**src/lkvc_pkg.sv**
```systemverilog
// Shared types and constants for the LRU key/value cache.
package lkvc_pkg;

	// Field widths of one transfer
	localparam int KEY_BITS   = 16;
	localparam int VALUE_BITS = 16;
	localparam int CAP_BITS   = 5;

	// Default table depth and capacity after reset
	localparam int ENTRIES_DEF = 16;
	localparam logic [CAP_BITS-1:0] CAP_RESET = 5'd16;

	typedef enum logic {
		OP_GET = 1'b0,
		OP_PUT = 1'b1
	} op_t;

	typedef struct packed {
		op_t                   operation;
		logic [KEY_BITS-1:0]   key;
		logic [VALUE_BITS-1:0] value;
	} req_t;

	typedef struct packed {
		logic                  found;
		logic [VALUE_BITS-1:0] read_value;
		logic                  evicted;
		logic [KEY_BITS-1:0]   evicted_key;
	} rsp_t;

endpackage

```
**src/lru_key_value_cache_core.sv**
```systemverilog
// Fully associative key/value cache with least-recently-used replacement.
//
// Usage:
//   A command (get or put, key, value) is taken at a rising edge where start is
//   high and busy is low. Each command produces exactly one response on the
//   response port, marked by done for one cycle; the receiver cannot stall it.
//   Each command passes through the command register and then the response
//   register, which drives done and the response port.
//   Throughput is one command per cycle while busy is low; a command may follow its
//   predecessor on the next cycle and sees all of that predecessor's table updates.
//   The key search, rank update and eviction choice are one pass of parallel
//   compares between the command register and the response register.
//   capacity_in_use is written through cfg_we / cfg_wdata; the user must write it only while
//   the block is idle, which the block does not enforce; 0 acts as 1 and values above
//   ENTRIES act as ENTRIES. Reset clears all valid flags, ranks and occupancy and sets the
//   capacity to 16; busy stays high until the first clock edge after reset is released.
//   Key and data storage is not cleared; it is only read behind a valid flag.
module lru_key_value_cache_core #(
	parameter int ENTRIES = lkvc_pkg::ENTRIES_DEF
) (
	input  logic                          clk,
	input  logic                          arst_n,
	input  logic                          start,
	output logic                          busy,
	input  lkvc_pkg::req_t                request,
	input  logic                          cfg_we,
	input  logic [lkvc_pkg::CAP_BITS-1:0] cfg_wdata,
	output logic                          done,
	output lkvc_pkg::rsp_t                response
);
	import lkvc_pkg::*;

	localparam int RANK_W = (ENTRIES > 1) ? $clog2(ENTRIES) : 1;
	localparam int OCC_W  = $clog2(ENTRIES + 1);
	localparam int CMP_W  = (OCC_W > CAP_BITS) ? OCC_W : CAP_BITS;

	// Table state
	logic [KEY_BITS-1:0]   key_q  [ENTRIES];
	logic [VALUE_BITS-1:0] data_q [ENTRIES];
	logic [RANK_W-1:0]     rank_q [ENTRIES];
	logic [RANK_W-1:0]     rank_d [ENTRIES];
	logic [ENTRIES-1:0]    valid_q, valid_d;
	logic [OCC_W-1:0]      occ_q, occ_d;
	logic [CAP_BITS-1:0]   cap_q;
	logic                  busy_q;

	// Command register
	logic valid_s1;
	req_t req_s1;

	// Response register
	logic done_q;
	rsp_t rsp_q;

	// Lookup and replacement decode
	logic [ENTRIES-1:0]    hit_vec, lru_vec, free_vec, free_oh, ins_vec;
	logic                  hit, is_put, evict, install;
	logic [RANK_W-1:0]     hit_rank, lru_rank;
	logic [VALUE_BITS-1:0] hit_data;
	logic [KEY_BITS-1:0]   lru_key;
	logic [CMP_W-1:0]      cap_ext, cap_eff, occ_ext;

	assign busy     = busy_q;
	assign done     = done_q;
	assign response = rsp_q;

	// Control registers: capacity, ready after reset, command valid and done
	always_ff @(posedge clk or negedge arst_n) begin
		if (!arst_n) begin
			cap_q    <= CAP_RESET;
			busy_q   <= 1'b1;
			valid_s1 <= 1'b0;
			done_q   <= 1'b0;
		end else begin
			busy_q   <= 1'b0;
			valid_s1 <= start && !busy_q;
			done_q   <= valid_s1;
			if (cfg_we) begin
				cap_q <= cfg_wdata;
			end
		end
	end

	// Command payload
	always_ff @(posedge clk) begin
		if (start && !busy_q) begin
			req_s1 <= request;
		end
	end

	// Effective capacity, clamped to 1..ENTRIES
	always_comb begin
		cap_ext = CMP_W'(cap_q);
		occ_ext = CMP_W'(occ_q);
		if (cap_q == '0) begin
			cap_eff = CMP_W'(1);
		end else if (cap_ext > CMP_W'(ENTRIES)) begin
			cap_eff = CMP_W'(ENTRIES);
		end else begin
			cap_eff = cap_ext;
		end
	end

	// Parallel key compare, LRU pick and first free slot
	always_comb begin
		is_put   = (req_s1.operation == OP_PUT);
		lru_rank = RANK_W'(occ_q - OCC_W'(1));
		hit_rank = '0;
		hit_data = '0;
		lru_key  = '0;
		for (int i = 0; i < ENTRIES; i++) begin
			hit_vec[i] = valid_q[i] && (key_q[i] == req_s1.key);
			lru_vec[i] = valid_q[i] && (rank_q[i] == lru_rank);
			hit_rank   = hit_rank | (hit_vec[i] ? rank_q[i] : '0);
			hit_data   = hit_data | (hit_vec[i] ? data_q[i] : '0);
			lru_key    = lru_key  | (lru_vec[i] ? key_q[i]  : '0);
		end
		hit      = |hit_vec;
		free_vec = ~valid_q;
		free_oh  = free_vec & ~(free_vec - ENTRIES'(1));
		install  = is_put && !hit;
		evict    = install && (occ_ext >= cap_eff);
		ins_vec  = evict ? lru_vec : free_oh;
	end

	// Next valid flags, ranks and occupancy
	always_comb begin
		valid_d = valid_q;
		occ_d   = occ_q;
		for (int i = 0; i < ENTRIES; i++) begin
			rank_d[i] = rank_q[i];
			if (valid_s1 && hit) begin
				// Hit: promote, age the entries that were more recent
				if (hit_vec[i]) begin
					rank_d[i] = '0;
				end else if (valid_q[i] && rank_q[i] < hit_rank) begin
					rank_d[i] = rank_q[i] + RANK_W'(1);
				end
			end else if (valid_s1 && install) begin
				// Miss on put: install as most recent, age all others
				if (ins_vec[i]) begin
					valid_d[i] = 1'b1;
					rank_d[i]  = '0;
				end else if (valid_q[i]) begin
					rank_d[i] = rank_q[i] + RANK_W'(1);
				end
			end
		end
		if (valid_s1 && install && !evict) begin
			occ_d = occ_q + OCC_W'(1);
		end
	end

	always_ff @(posedge clk or negedge arst_n) begin
		if (!arst_n) begin
			valid_q <= '0;
			occ_q   <= '0;
			for (int i = 0; i < ENTRIES; i++) begin
				rank_q[i] <= '0;
			end
		end else begin
			valid_q <= valid_d;
			occ_q   <= occ_d;
			for (int i = 0; i < ENTRIES; i++) begin
				rank_q[i] <= rank_d[i];
			end
		end
	end

	// Key and data storage, written on put
	always_ff @(posedge clk) begin
		for (int i = 0; i < ENTRIES; i++) begin
			if (valid_s1 && is_put && (hit ? hit_vec[i] : ins_vec[i])) begin
				data_q[i] <= req_s1.value;
				key_q[i]  <= req_s1.key;
			end
		end
	end

	// Response register
	always_ff @(posedge clk) begin
		if (valid_s1) begin
			rsp_q.found       <= hit;
			rsp_q.read_value  <= (hit && !is_put) ? hit_data : '0;
			rsp_q.evicted     <= evict;
			rsp_q.evicted_key <= evict ? lru_key : '0;
		end
	end

endmodule

```
**config.mk**
```make
export PLATFORM = sky130hd
export DESIGN_NAME = lru_key_value_cache_core
export DESIGN_NICKNAME = d
export VERILOG_FILES = /design/src/lkvc_pkg.sv /design/src/lru_key_value_cache_core.sv
export SDC_FILE = /design/constraint.sdc
export NUM_CORES = 1
export LEC_CHECK = 0
export BUFFER_PORTS_ARGS = -buffer_cell sky130_fd_sc_hd__buf_2
export CAP_MARGIN = 20
export CORE_MARGIN = 4
export CORE_UTILIZATION = 60
export DETAILED_ROUTE_END_ITERATION = 8
export HOLD_SLACK_MARGIN = 0.08
export PLACE_DENSITY = 0.82
export RECOVER_POWER = 50
export SETUP_SLACK_MARGIN = 0.3
export SLEW_MARGIN = 20
export SYNTH_ARGS = -nofsm -noshare
export SYNTH_HDL_FRONTEND = slang
export SYNTH_SLANG_ARGS = --single-unit
```
**constraint.sdc**
```tcl
create_clock -name clk -period 11.26 [get_ports clk]
set_clock_uncertainty 0.05 [all_clocks]
set_input_delay 2.252 -clock clk [delete_from_list [all_inputs] [get_ports clk]]
set_output_delay 2.252 -clock clk [all_outputs]
set_load 0.005 [all_outputs]
```
==> reports/results.ini <==
[run_status]
status = finished, violations left
violations = max-capacitance violations, max-slew violations

[global_route]
grt_overflow = 0
grtUsageTotal = 0.408
antenna_found_initial = 2
grt_pass1_wl_mm = 166
grt_max_degree = 73
grt_pass1_vias = 23400

[clock_tree]
postCtsHoldBufs = 0
htree_levels = 3
cts_root_buf = clkbuf_16
cts_tree = yes
path_clk_slew_ps = 80
cts_resized = 0
cts.path.max_buffers = 3
cts-buffers-inserted = 69
cts_setup_buffers = 0
clock_sinks = 672
clk_latency_ps = 670

[yosys]
synth_edf_count = 579
synthesis.nets = 2576
netlist_instances = 2495
ys_ff_latch = 672
yosys_warnings = 0
ys_types = 86
yosysSeqAreaShare = 0.619
syn_area_per_cell_um2 = 12.8
synthesis.area_um2 = 31900
synthFlopType = edfxtp_1
synthArstFlopShare = 0.138

[power_and_ir_drop]
p_sw_uw = 1930
internal_power_uw = 4440
p_per_area_nw_per_um2 = 178
leakage_uw = 0.0119
pwr-share-clk = 0.366
sw_frac_of_total = 0.303
combPwrFrac = 0.171
seqPwrFrac = 0.463
total_power_uw = 6360
vdd_ir_drop_max_mv = 0.188

[routing]
drtIter0Drc = 4676
drt_wl_total_mm = 118
num_vias = 24500
drtPass1Iterations = 7
drc = 0
routedWlPerCell_um = 35.2
drtAntennaViolNets = 0
viasPerCell = 7.31

[layout]
fill_cells = 3653
nets = 2687
layout_commonest_cell = edfxtp_1
register_area_um2 = 19700
diodes = 0
syn_to_final_growth_pct = 12.3
drive_gt1_frac = 0.126
finalNonFillerCells = 3348
mostFrequentLayoutCells = edfxtp_1, xnor2_1, a22oi_1
multi_input_area_um2 = 11500

[timing]
min_period_ps = 6770
finalHoldViolCount = 0
finalSetupTns_ps = 0
slew_violations = 669
setup_violations = 0
rsz0062_at_grt = no
period_share = 0.601
relSlewSlack = -1.64
tightestPinTransition_ps = 3960
fmax_ghz = 0.148

[setup_path]
path_buf_inv = 4
slowest_delay_ps = 1410
crit_path_frequent_cell = buf_4
required_ps = 11810
critical_path.slowest_cell = clkbuf_1
critPathMaxFanout = 33
path_delay_family = simple AND/OR/NAND/NOR gates
worstPathArrival_ps = 7320
worstSetupPathType = reg -> reg
startpoint_type = flop
cp-end-kind = flop
path_cells = clkbuf_1 -> xnor2_1 -> nand4_1 -> nor3_2 -> buf_4 -> and2_1 -> buf_4 -> a22o_1 -> a221oi_1 -> nand3_1 -> nor2_1 -> buf_4 -> ha_1 -> o31ai_1 -> a21oi_1 -> a221oi_1 -> nor2_1 -> or4_1 -> nand3_1

[place]
place_hpwl_mm = 76.7
portBuffers = 77
gp_congestion = 1.12
place_inst = 3223

[floorplanning]
core_area_um2 = 52600
die_area_um2 = 56800
fp.dieH_um = 238
rows = 84
initial_core_util = 0.606
ios = 78
die_w_um = 238

[job]
drv_cap = 19

[min_path]
hp-class = reg -> reg

[worst paths after layout]
kind	to	cells past startpoint	start	slack, ps
min reg2reg	occ_ext[4]	1	occ_ext[4]	440
max	rank_q[51]	19	req_s1[18]	4490
max in group asynchronous	valid_q[6]	2	arst_n	4970
min in group asynchronous	valid_q[15]	1	arst_n	1780
min	occ_ext[4]	1	occ_ext[4]	440
max reg2reg	rank_q[51]	19	req_s1[18]	4490
[through the flow]
stage	utilization	hold WS [ps]	area [um2]	setup slack, ps
4_1_cts	0.682	446	35900	5760
2_1_floorplan	-	399	31900	5510
6_report	0.681	439	35800	4490
3_3_place_gp	0.638	422	33500	5670
5_1_grt	0.681	460	35800	3910
3_5_place_dp	0.639	433	33600	5830
[power by group through the flow]
stage / Sequential [uW] / Clock (uW) / Combinational [uW]
4_1_cts: 2930 / 2330 / 1050
5_1_grt: 2950 / 2440 / 1140
3_3_place_gp: 2970 / 0 / 1020
3_5_place_dp: 2980 / 0 / 1040
6_report: 2940 / 2330 / 1090
2_1_floorplan: 2910 / 0 / 694
[final cells by class]
class | count | share of cell area
clock buffers | 80 | 0.0497
multi-input cells | 1616 | 0.323
flip-flops and latches | 672 | 0.551
repair buffers | 184 | 0.0311
well taps | 688 | 0.0241
inverters | 63 | 0.00668
clock inverters | 45 | 0.0146
[routing by layer]
metal  up-vias  part of all wire  GRT usage
met3       490              0.15      0.132
met1     11700              0.35      0.558
met2      2333              0.42      0.583
met4         2             0.071      0.229
met5         -          0.000093          0
li1       9901                 -          -
[worst reg2reg max path: stages (launching register included)]
cell,delay [ps]
edfxtp_1,330
clkbuf_1,1410
xnor2_1,510
nand4_1,380
nor3_2,80
buf_4,190
and2_1,150
buf_4,230
a22o_1,360
a221oi_1,270
nand3_1,130
nor2_1,770
buf_4,330
ha_1,250
o31ai_1,100
a21oi_1,70
a221oi_1,310
nor2_1,190
or4_1,500
nand3_1,90
[synthesized netlist by cell type, drive strengths merged, types with 16 or more instances]
cell	instances	area share
a21oi	35	0.0056
a221oi	74	0.020
a22o	77	0.021
a22oi	147	0.035
a31oi	17	0.0033
a32oi	21	0.0058
and2	22	0.0043
and3	22	0.0043
buf	51	0.010
clkbuf	93	0.011
dfrtp	91	0.071
edfxtp	579	0.55
ha	39	0.015
inv	63	0.0075
nand2	127	0.015
nand2b	38	0.0075
nand3	131	0.021
nand4	64	0.013
nor2	98	0.012
nor2b	16	0.0031
nor3	70	0.012
nor4	38	0.0088
o21ai	96	0.015
xnor2	232	0.064
xor2	74	0.020
[sequential cells by signal, indices dropped and copies added, names as in the netlist]
register and count:
done 1, valid_s1 1, req_s1 32, cap_ext 5, valid_q 16, data_q 256
rank_q 64, occ_ext 5, response 34, is_put 1, busy 1, key_q 256
[kinds of logic (layout without fill, tap and decap cells)]
kind of cell / count (synthesis) / after routing / synth area share
flip-flops: 672 / 672 / 0.619
AO/OA/AOI/OAI: 585 / 585 / 0.137
XOR/XNOR: 306 / 306 / 0.0841
buffers and inverters: 207 / 372 / 0.0288
other: 1 / 1 / 0.000118
adder cells (fa/ha/maj): 44 / 44 / 0.0169
AND/OR/NAND/NOR: 659 / 659 / 0.107
multiplexers: 21 / 21 / 0.00699
Note: power is estimated with default switching activity, not from simulation.
